<file path="src/sv/unique_value_fifo_queue_defines.svh">
// Assertion helpers used by the RTL of the unique value queue.
`ifndef UNIQUE_VALUE_FIFO_QUEUE_DEFINES_SVH
`define UNIQUE_VALUE_FIFO_QUEUE_DEFINES_SVH

// Clocked check that is switched off while reset is high.
`define UVFQ_ASSERT(name, prop, msg) \
  name: assert property (@(posedge clk) disable iff (rst) prop) else $error(msg);

// Clocked check that also holds during reset.
`define UVFQ_ASSERT_ALWAYS(name, prop, msg) \
  name: assert property (@(posedge clk) prop) else $error(msg);

`endif

</file>
<file path="src/sv/uvfq_pkg.sv">
package uvfq_pkg;

  localparam int DEPTH_DEF   = 16;
  localparam int DATA_W      = 32;
  localparam int COUNT_W     = 5;
  localparam int STATUS_W    = 2;
  localparam int OUT_TDATA_W = 40;
  localparam int OUT_PAD_W   = OUT_TDATA_W - DATA_W - COUNT_W - 1;

  // Operation codes carried in the input tuser.
  localparam logic OP_ENQUEUE = 1'b0;
  localparam logic OP_DEQUEUE = 1'b1;

  // Result status codes carried in the output tuser.
  localparam logic [STATUS_W-1:0] STATUS_DONE  = 2'd0;
  localparam logic [STATUS_W-1:0] STATUS_DUP   = 2'd1;
  localparam logic [STATUS_W-1:0] STATUS_EMPTY = 2'd2;
  localparam logic [STATUS_W-1:0] STATUS_FULL  = 2'd3;

endpackage

</file>
<file path="src/sv/uvfq_ram.sv">
module uvfq_ram import uvfq_pkg::*; #(
  parameter int DEPTH = DEPTH_DEF
) (
  input  logic                     clk,
  input  logic                     we,
  input  logic [$clog2(DEPTH)-1:0] waddr,
  input  logic [DATA_W-1:0]        wdata,
  input  logic [$clog2(DEPTH)-1:0] raddr,
  output logic [DATA_W-1:0]        rdata
);

  logic [DATA_W-1:0] mem [DEPTH];

  // One write port and one registered read port; read data appears in the cycle after the address.
  always_ff @(posedge clk) begin
    if (we) begin
      mem[waddr] <= wdata;
    end
    rdata <= mem[raddr];
  end

endmodule

</file>
<file path="src/sv/unique_value_fifo_queue.sv">
// Channel   Direction  Ports                          Contents
// s_*       in         s_tvalid s_tready s_tdata s_tuser  value_in, operation
// m_*       out        m_tvalid m_tready m_tdata m_tuser  value_out, count, empty; status
//
// An enqueue against live entries first scans them one by one, since the single comparator sees
// one stored entry per cycle through the registered RAM read, then commits and loads the output
// register. An enqueue on an empty queue skips the scan; a dequeue reads the head in S_DEQ,
// and an empty dequeue goes straight to the output state. s_tready is high only while idle.
// rst is synchronous and active high; it empties the queue and drops m_tvalid.
// A result waiting on m_tready holds the sequencer in its output state.
`include "unique_value_fifo_queue_defines.svh"

module unique_value_fifo_queue import uvfq_pkg::*; #(
  parameter int DEPTH = DEPTH_DEF
) (
  input  logic                   clk,
  input  logic                   rst,
  input  logic                   s_tvalid,
  output logic                   s_tready,
  input  logic [DATA_W-1:0]      s_tdata,   // [31:0] value_in
  input  logic                   s_tuser,   // [0] operation
  output logic                   m_tvalid,
  input  logic                   m_tready,
  output logic [OUT_TDATA_W-1:0] m_tdata,   // [31:0] value_out, [36:32] entry_count,
                                            // [37] is_empty, [39:38] zero
  output logic [STATUS_W-1:0]    m_tuser    // [1:0] status
);

  localparam int AW = $clog2(DEPTH);
  localparam int CW = $clog2(DEPTH + 1);

  // Sequencer states.
  localparam logic [2:0] S_IDLE   = 3'd0;
  localparam logic [2:0] S_SCAN   = 3'd1;
  localparam logic [2:0] S_COMMIT = 3'd2;
  localparam logic [2:0] S_DEQ    = 3'd3;
  localparam logic [2:0] S_OUT    = 3'd4;

  logic [2:0]          state;
  logic                op;
  logic [DATA_W-1:0]   value;
  logic [AW-1:0]       head;
  logic [AW-1:0]       tail;
  logic [CW-1:0]       held;
  logic [AW-1:0]       rd_ptr;
  logic [CW-1:0]       issue_left;
  logic                cmp_pend;
  logic [STATUS_W-1:0] res_status;
  logic [DATA_W-1:0]   res_value;
  logic [CW-1:0]       res_count;

  logic                accept;
  logic [AW-1:0]       rd_addr;
  logic [DATA_W-1:0]   rd_data;
  logic                match;
  logic                mem_we;
  logic                is_full;
  logic                out_load;
  logic                empty_out;

  function automatic logic [AW-1:0] ring_inc(input logic [AW-1:0] p);
    ring_inc = (p == AW'(DEPTH - 1)) ? '0 : p + 1'b1;
  endfunction

  assign s_tready = (state == S_IDLE);
  assign accept   = s_tvalid && s_tready;
  assign is_full  = (held == CW'(DEPTH));

  // While idle the read port looks at the head, so a dequeue has its data in the
  // cycle after the transfer. During a scan it walks from head to tail.
  assign rd_addr  = (state == S_IDLE) ? head : rd_ptr;
  assign match    = cmp_pend && (rd_data == value);
  assign mem_we   = (state == S_COMMIT) && !is_full;
  assign out_load = (state == S_OUT) && (!m_tvalid || m_tready);

  assign empty_out = m_tvalid && (m_tuser == STATUS_EMPTY);

  uvfq_ram #(
    .DEPTH(DEPTH)
  ) u_ram (
    .clk  (clk),
    .we   (mem_we),
    .waddr(tail),
    .wdata(value),
    .raddr(rd_addr),
    .rdata(rd_data)
  );

  // Control state.
  always_ff @(posedge clk) begin
    if (rst) begin
      state      <= S_IDLE;
      head       <= '0;
      tail       <= '0;
      held       <= '0;
      issue_left <= '0;
      cmp_pend   <= 1'b0;
      m_tvalid   <= 1'b0;
    end else begin
      unique case (state)
        S_IDLE: begin
          if (accept) begin
            issue_left <= held;
            cmp_pend   <= 1'b0;
            if (s_tuser == OP_DEQUEUE) begin
              state <= (held == '0) ? S_OUT : S_DEQ;
            end else begin
              state <= (held == '0) ? S_COMMIT : S_SCAN;
            end
          end
        end
        S_SCAN: begin
          // One read issued and one stored value compared per cycle.
          if (match) begin
            state <= S_OUT;
          end else if (issue_left != '0) begin
            issue_left <= issue_left - 1'b1;
            cmp_pend   <= 1'b1;
          end else begin
            cmp_pend <= 1'b0;
            state    <= S_COMMIT;
          end
        end
        S_COMMIT: begin
          if (!is_full) begin
            tail <= ring_inc(tail);
            held <= held + 1'b1;
          end
          state <= S_OUT;
        end
        S_DEQ: begin
          head  <= ring_inc(head);
          held  <= held - 1'b1;
          state <= S_OUT;
        end
        S_OUT: begin
          if (out_load) begin
            state <= S_IDLE;
          end
        end
        default: begin
          state <= S_IDLE;
        end
      endcase
      // A new result replaces one that leaves in the same cycle.
      if (out_load) begin
        m_tvalid <= 1'b1;
      end else if (m_tvalid && m_tready) begin
        m_tvalid <= 1'b0;
      end
    end
  end

  // Payload registers.
  always_ff @(posedge clk) begin
    case (state)
      S_IDLE: begin
        if (accept) begin
          op         <= s_tuser;
          value      <= s_tdata;
          rd_ptr     <= head;
          res_status <= STATUS_EMPTY;
          res_value  <= '0;
          res_count  <= held;
        end
      end
      S_SCAN: begin
        if (match) begin
          res_status <= STATUS_DUP;
          res_count  <= held;
        end else if (issue_left != '0) begin
          rd_ptr <= ring_inc(rd_ptr);
        end
      end
      S_COMMIT: begin
        res_status <= is_full ? STATUS_FULL : STATUS_DONE;
        res_count  <= is_full ? held : held + 1'b1;
      end
      S_DEQ: begin
        res_status <= STATUS_DONE;
        res_value  <= rd_data;
        res_count  <= held - 1'b1;
      end
      default: begin
      end
    endcase
    if (out_load) begin
      m_tuser <= res_status;
      m_tdata <= {OUT_PAD_W'(0), (res_count == '0), COUNT_W'(res_count), res_value};
    end
  end

  `UVFQ_ASSERT(a_count_in_range, (held <= CW'(DEPTH)), "entry count exceeds depth")
  `UVFQ_ASSERT(a_busy_after_transfer, (accept |=> !s_tready), "ready during an operation")
  `UVFQ_ASSERT(a_empty_ring_aligned, ((held == '0) |-> (head == tail)), "head and tail apart")
  `UVFQ_ASSERT(a_empty_result_zero, (empty_out |-> (m_tdata[DATA_W-1:0] == '0)), "empty data")
  `UVFQ_ASSERT(a_write_not_dup, (mem_we |-> !match), "duplicate written")

endmodule

</file>
<file path="config.mk">
export PLATFORM = sky130hd
export DESIGN_NAME = unique_value_fifo_queue
export DESIGN_NICKNAME = d
export VERILOG_FILES = /design/src/sv/uvfq_pkg.sv /design/src/sv/uvfq_ram.sv /design/src/sv/unique_value_fifo_queue.sv
export VERILOG_INCLUDE_DIRS = /design/src /design/src/sv
export SDC_FILE = /design/constraint.sdc
export NUM_CORES = 1
export LEC_CHECK = 0
export BUFFER_PORTS_ARGS = -buffer_cell sky130_fd_sc_hd__buf_4
export CORE_ASPECT_RATIO = 1.1
export CORE_MARGIN = 5
export CORE_UTILIZATION = 55
export CTS_BUF_LIST = sky130_fd_sc_hd__clkbuf_16
export DETAILED_ROUTE_END_ITERATION = 6
export GPL_TIMING_DRIVEN = 0
export PLACE_DENSITY = 0.72
export SETUP_SLACK_MARGIN = 0.4
export SYNTH_ARGS = -nofsm -noshare
export SYNTH_HDL_FRONTEND = slang
export SYNTH_SLANG_ARGS = --single-unit
</file>
<file path="constraint.sdc">
create_clock -name clk -period 11.54 [get_ports clk]
set_input_delay 0.577 -clock clk [delete_from_list [all_inputs] [get_ports clk]]
set_output_delay 0.577 -clock clk [all_outputs]
set_load 0.05 [all_outputs]
</file>
=== Word level (Yosys, flattened, before mapping) ===
Memories as Yosys holds them, arrays and structs flattened. A register that Yosys moved wholly into a read port is not among the register bits.
Cells that the tools add are included.

* Register bits after elaboration: 138
* Memories: 1
* Word-level logic and storage cells: 100
* Bits in writable memories: 512
* Input bits: 37
* Output and inout bits: 44
* Bits in latches: 0
* Bits in read-only memories: 0

{| class="wikitable"
|+ Memories
! memory !! words !! bits a word !! rd ports !! clocked after Yosys merged registers in !! write ports !! line !! RTL
|-
| u_ram.mem || 16 || 32 || 1 || 1 || 1 || uvfq_ram.sv:12 || <nowiki>logic [DATA_W-1:0] mem [DEPTH];</nowiki>
|}

* $lt $le $gt $ge: 0
* Divide/modulo/power cells: 0
* Shifts and indexed selects: 0
* $add $sub $neg: 6
* Equality and inequality tests: 15
* $mul: 0
* Reduce and logical (&&, ||, !) cells: 25
* Multiplexer cells: 38
* Bitwise operators: 1

{| class="wikitable"
|+ Operators by type and width
! kind !! number
|-
| $pmux 32 s2 || 1
|-
| $eq 32x32->1 || 1
|-
| $mux 32 || 1
|-
| $mux 4 || 7
|-
| $mux 5 || 5
|-
| $pmux 5 s2 || 2
|-
| $pmux 5 s4 || 1
|-
| $mux 3 || 6
|-
| $add 4x1->4 const B || 3
|-
| $eq 4x4->1 const B || 3
|-
| $pmux 3 s4 || 1
|-
| $logic_not 5->1 || 2
|-
| $sub 5x1->5 const B || 2
|-
| $reduce_and 3->1 || 3
|-
| $mux 2 || 4
|-
| $ne 2x2->1 const B || 4
|-
| $pmux 2 s4 || 1
|-
| $pmux 4 s2 || 1
|-
| $reduce_bool 2->1 || 4
|-
| $mux 1 || 7
|-
| $eq 3x2->1 const B || 2
|-
| $reduce_and 2->1 || 3
|-
| $add 5x1->5 const B || 1
|-
| $eq 5x5->1 const B || 1
|-
| 14 further kinds || 19
|}

=== Logic depth before layout (Yosys ltp) ===
* Depth after elaboration: 5
* Depth in mapped cells: 9
* Mapped depth without buffers: 9

=== Cells and area by module ===
Synthesis repeated with hierarchy kept, for this count alone.

* Cell total of the unflattened synthesis: 1,257
* Area, all modules: 25,549.5 um^2

{| class="wikitable"
|+ Modules (own cells, without submodules)
! module !! times used !! area an instance (um^2) !! cells each !! sequential area each (um^2)
|-
| uvfq_ram || 1 || 19,835.3 || 838 || 16,015.4
|-
| unique_value_fifo_queue || 1 || 5,714.2 || 419 || 3,913.8
|}

=== Least setup slack after synthesis ===
No wires, ideal clock.

* Path kind: register -> register
* From: reg held[0]
* To: mem u_ram.mem[3][0] (enable)
* Library setup time: 0.461 ns
* Cell stages (with the launch flop): 8
* Path buffers: 0
* Clock period less this slack: 4.352 ns
* Arrival time: 3.891 ns
* Path slack: 7.188 ns
* Required time: 11.079 ns
* Path through: dfxtp_1 > inv_1 > ha_1 > nor3b_1 > and2_1 > nor3_2 > nand2_1 > nor3_1

* Cells in the longest elaborated chain, start to end: 5

{| class="wikitable"
|+ RTL lines
! what !! line !! RTL
|-
| from (decl) || unique_value_fifo_queue.sv:44 || <nowiki>logic [CW-1:0] held;</nowiki>
|-
| from (signal assigned) || unique_value_fifo_queue.sv:127 || <nowiki>held <= held + 1'b1;</nowiki>
|-
| from (signal assigned) || unique_value_fifo_queue.sv:133 || <nowiki>held <= held - 1'b1;</nowiki>
|-
| $eq 5x5->1 || unique_value_fifo_queue.sv:67 || <nowiki>assign is_full = (held == CW'(DEPTH));</nowiki>
|-
| $logic_not 1->1 || n/a ||
|-
| $logic_and 1x1->1 || unique_value_fifo_queue.sv:73 || <nowiki>assign mem_we = (state == S_COMMIT) && !is_full;</nowiki>
|-
| $mux 1 || uvfq_ram.sv:16 || <nowiki>if (we) begin</nowiki>
|-
| $mux 1 (implied by the code) || uvfq_ram.sv:17 || <nowiki>mem[waddr] <= wdata;</nowiki>
|-
| to (decl) || uvfq_ram.sv:12 ||
|}

No other way between the ends.

=== Final worst setup path ===
* From: reg value[31]
* To: reg res_count[4] (enable)

* Cells in the longest elaborated chain, start to end: 4

{| class="wikitable"
|+ RTL lines
! what !! line !! RTL
|-
| from (decl) || unique_value_fifo_queue.sv:41 || <nowiki>logic [DATA_W-1:0] value;</nowiki>
|-
| from (signal assigned) || unique_value_fifo_queue.sv:160 || <nowiki>value <= s_tdata;</nowiki>
|-
| $eq 32x32->1 || unique_value_fifo_queue.sv:72 || <nowiki>assign match = cmp_pend && (rd_data == value);</nowiki>
|-
| $logic_and 1x1->1 || unique_value_fifo_queue.sv:72 ||
|-
| $ne 2x2->1 (no line) || n/a ||
|-
| $reduce_and 3->1 (no line) || n/a ||
|-
| to (signal assigned) || unique_value_fifo_queue.sv:164 || <nowiki>res_count <= held;</nowiki>
|-
| to (signal assigned) || unique_value_fifo_queue.sv:170 || <nowiki>res_count <= held;</nowiki>
|-
| to (signal assigned) || unique_value_fifo_queue.sv:177 || <nowiki>res_count <= is_full ? held : held + 1'b1;</nowiki>
|-
| to (decl) || unique_value_fifo_queue.sv:50 || <nowiki>logic [CW-1:0] res_count;</nowiki>
|}

No other way between the ends.
A chain may end at the register's enable or synchronous reset.

==> implementation parameters <==
Parameter                              Value

Synthesis
  Sequential-to-total area share from yosys stat    0.780
  Library cell with the highest instance count after synthesis    sky130_fd_sc_hd__edfxtp_1
  Cell type with the highest aggregate area in the netlist    sky130_fd_sc_hd__edfxtp_1
  Avg Cell Area, Syn    20.2 um2
  Summed instance area of the synthesized netlist    0.0255 mm2
  Synth unique cells    51
  Fraction of registers with async set/reset    0
  Gate Count Post-Synth    1267
  Main flop type after synthesis    sky130_fd_sc_hd__edfxtp_1
  FF+latch count, synth    682
  Synth warn    0
  Portion of synthesized cell area occupied by the leading cell type    0.737
  Cell types occupying the most area after synthesis    sky130_fd_sc_hd__edfxtp_1, sky130_fd_sc_hd__mux4_2, sky130_fd_sc_hd__dfxtp_1
  Number of enable-type register cells in the synthesized netlist    627
  Most frequent cells after synthesis    sky130_fd_sc_hd__edfxtp_1, sky130_fd_sc_hd__mux4_2, sky130_fd_sc_hd__a22oi_1, sky130_fd_sc_hd__nand2_1, sky130_fd_sc_hd__dfxtp_1

GRT
  Number of global-route vias before repair    13200
  Initial antenna violation count    0
  Maximum number of pins on one net before global-route repair    24
  Total global routing track utilization    0.226
  Overflow left after global routing    0
  First-pass GRT wire length    85500 um

Clocking
  H-tree levels    3
  CTS tree    done
  Cts repair resizes    0
  Library cell used as clock root buffer    sky130_fd_sc_hd__clkbuf_16
  Number of post-CTS setup repair buffers    0
  Num Clock Sinks    682
  Max clock buf depth    3
  Number of buffers added to fix hold violations after cts    0
  Inserted Clock Buffers    67
  Post-CTS clock slew at the launch and capture registers of the worst setup and hold paths    60 ps
  Later-pin clock latency in the skew report    580 ps

Critical path
  Maximum net fanout on the critical path    17
  R2R depth    6
  Startpoint of the worst register-to-register path    value[31]
  Data arrival time at the worst-slack endpoint    4550 ps
  Launching element type of the critical path    flop
  Crit Path Category    reg2reg
  Worst path required time    11750 ps
  Worst flop-to-flop path endpoint    res_count[4]
  Worst setup path startpoint    value[31]
  Crit path capture type    flop
  Worst reg-to-reg setup slack    7200 ps

STA
  Slew HR    0.270
  Setup repair after global routing missed its margin    false
  Slew at the pin with the worst max-slew slack    1090 ps
  Achievable frequency    231 MHz
  Aggregate negative setup slack    0 ps
  Total count of hold-check failures in the final report    0
  Period Utilization, post-route    0.376
  Final count of pins violating max slew    0
  Fin crit period    4340 ps
  # setup viols final    0
  Clock Skews    13.6 ps

Power and ir drop
  PwrDens    212 mW/mm2
  Clock network power share    0.346
  Int Pwr    4.62 mW
  Logic gate share of total power    0.159
  Switching part of the total    0.265
  Sequential cell fraction of total power    0.495
  Sw power    1.67 mW
  Leakage power of the design    10.1 nW
  Worst IR Drop VDD    0.0962 mV

Die
  Initial standard-cell utilization of the core    0.558
  Horizontal extent of the die    215 um
  Number of primary I/O pins    81
  Area of the die    0.0508 mm2
  Core Box Area    0.0458 mm2
  Die boundary height    236 um
  Num rows    82

Layout
  Nets    1494
  Fraction of layout cells with a size suffix above 1    0.259
  N_diodes    0
  Area of all placed cells without fillers    0.0297 mm2
  Growth of design area from synthesis to finish    16.2%

Placed design
  Final weighted congestion in routability-driven placement    0.875
  HPWL after DPL    36100 um
  Total of buffers placed on input and output ports    77
  Placed cell area    0.0275 mm2

Hold path
  Cell depth of the worst min-delay path    1
  Launch instance of the worst min-delay path    s_tdata[2]
  Hold worst-path end    value[2]
  Type of the worst min-delay path    in2reg

Detailed routing
  Residual DRC count    0
  Average via count per standard cell    6.21
  Final WL    57400 um
  Post-route antenna net violation count    0
  DRT iter0 DRCs    1339
  1st-pass router iterations    5
  Count of vias placed by the detailed router    13000
  Wire length per cell    27.5 um

Run status
  Run status    complete, no violations

Run
  Number of max-cap violations    0
[layout by cell type, fill, tap and decap left out, types with 7 or more instances in the layout]
master | netlist | final
sky130_fd_sc_hd__xor2_1 | 29 | 29
sky130_fd_sc_hd__nor2b_1 | 8 | 8
sky130_fd_sc_hd__clkinv_2 | 0 | 16
sky130_fd_sc_hd__nor2_1 | 40 | 27
sky130_fd_sc_hd__buf_12 | 0 | 11
sky130_fd_sc_hd__mux2i_1 | 7 | 7
sky130_fd_sc_hd__nand2_1 | 62 | 62
sky130_fd_sc_hd__mux4_2 | 128 | 128
sky130_fd_sc_hd__inv_1 | 17 | 29
sky130_fd_sc_hd__a22oi_1 | 66 | 66
sky130_fd_sc_hd__clkinv_1 | 0 | 12
sky130_fd_sc_hd__nor4_1 | 8 | 8
sky130_fd_sc_hd__clkbuf_1 | 31 | 31
sky130_fd_sc_hd__buf_2 | 26 | 26
sky130_fd_sc_hd__nor2_4 | 0 | 13
sky130_fd_sc_hd__nor3_2 | 2 | 7
sky130_fd_sc_hd__bufinv_16 | 0 | 8
sky130_fd_sc_hd__clkbuf_16 | 0 | 70
sky130_fd_sc_hd__and3_1 | 31 | 31
sky130_fd_sc_hd__buf_4 | 4 | 81
sky130_fd_sc_hd__a21oi_1 | 24 | 24
sky130_fd_sc_hd__dfxtp_1 | 55 | 55
sky130_fd_sc_hd__xnor2_1 | 8 | 8
sky130_fd_sc_hd__o21ai_0 | 14 | 14
sky130_fd_sc_hd__buf_6 | 0 | 17
sky130_fd_sc_hd__ha_1 | 11 | 11
sky130_fd_sc_hd__edfxtp_1 | 627 | 627
[worst max-delay path, stage by stage, from the launching register on]
cell and delay, ps:
sky130_fd_sc_hd__edfxtp_1 770, sky130_fd_sc_hd__xor2_1 190, sky130_fd_sc_hd__nor4_1 790, sky130_fd_sc_hd__nand4_1 470, sky130_fd_sc_hd__nor4_1 1030, sky130_fd_sc_hd__nor2_1 160, sky130_fd_sc_hd__nor2b_1 540
[worst max-delay path by stage]
stage / to / slack, ps
after floorplan: u_ram.mem[3][0] / 7190
after global placement: res_value[8] / 3250
after detailed placement: res_count[1] / 7340
after CTS: res_status[1] / 7350
after global routing: res_count[4] / 7050
final: res_count[4] / 7200
[power by group through the flow]
stage          registers (mW)  clock network, mW  logic, mW
2_1_floorplan            3.17                  0      0.594
3_3_place_gp             3.16                  0      0.953
3_5_place_dp             3.16                  0      0.998
4_1_cts                  3.11               2.20       1.01
5_1_grt                  3.14               2.31       1.07
6_report                 3.12               2.18       1.00
[registers in the layout, indices dropped and copies added, names as in the netlist, 3 cells and up]
signal,cells
res_value,32
tail,4
u_ram.rdata,32
issue_left,5
held,5
rd_ptr,4
m_tdata,38
value,32
state,3
res_count,5
head,4
u_ram.mem,512
[logic make-up (layout without fill, tap and decap cells)]
group                    after synthesis  in the layout  share of synthesized area
flip-flops                           682            682                      0.780
AND/OR/NAND/NOR                      191            191                     0.0369
other                                  1              2                   0.000147
AO/OA/AOI/OAI                        129            129                     0.0347
XOR/XNOR                              37             37                     0.0127
multiplexers                         136            136                      0.116
buffers and inverters                 80            309                     0.0136
adder cells (fa/ha/maj)               11             11                    0.00539
[area by class of cell]
| cell class | instances | area (um2) |
|---|---|---|
| flip-flops and latches | 682 | 19900 |
| inverters | 17 | 63.8 |
| well taps | 588 | 736 |
| fillers | 3032 | 16100 |
| multi-input cells | 506 | 5390 |
| clock inverters | 50 | 435 |
| clock buffers | 70 | 1750 |
| plain buffers | 63 | 284 |
| repair buffers | 109 | 1090 |
[metal layers]
metal | vias up | wire (um) | GRT usage
met5 | - | 0 | 0
met4 | 0 | 1560 | 0.0704
met3 | 101 | 4570 | 0.0380
met2 | 658 | 28600 | 0.371
met1 | 6692 | 22700 | 0.319
li1 | 5503 | - | -
[per-stage QoR]
stage / instances / worst slack (ps) / hold slack (ps) / util / power [mW]
after floorplan: 1268 / 7190 / 400 / - / 3.77
after global placement: 1933 / 3250 / 401 / 0.587 / 4.12
after detailed placement: 1965 / 7340 / 405 / 0.601 / 4.16
after CTS: 2085 / 7350 / 141 / 0.649 / 6.32
after global routing: 2085 / 7050 / 149 / 0.649 / 6.51
final: 2085 / 7200 / 170 / 0.649 / 6.29
(Power assumes the default switching activity.)
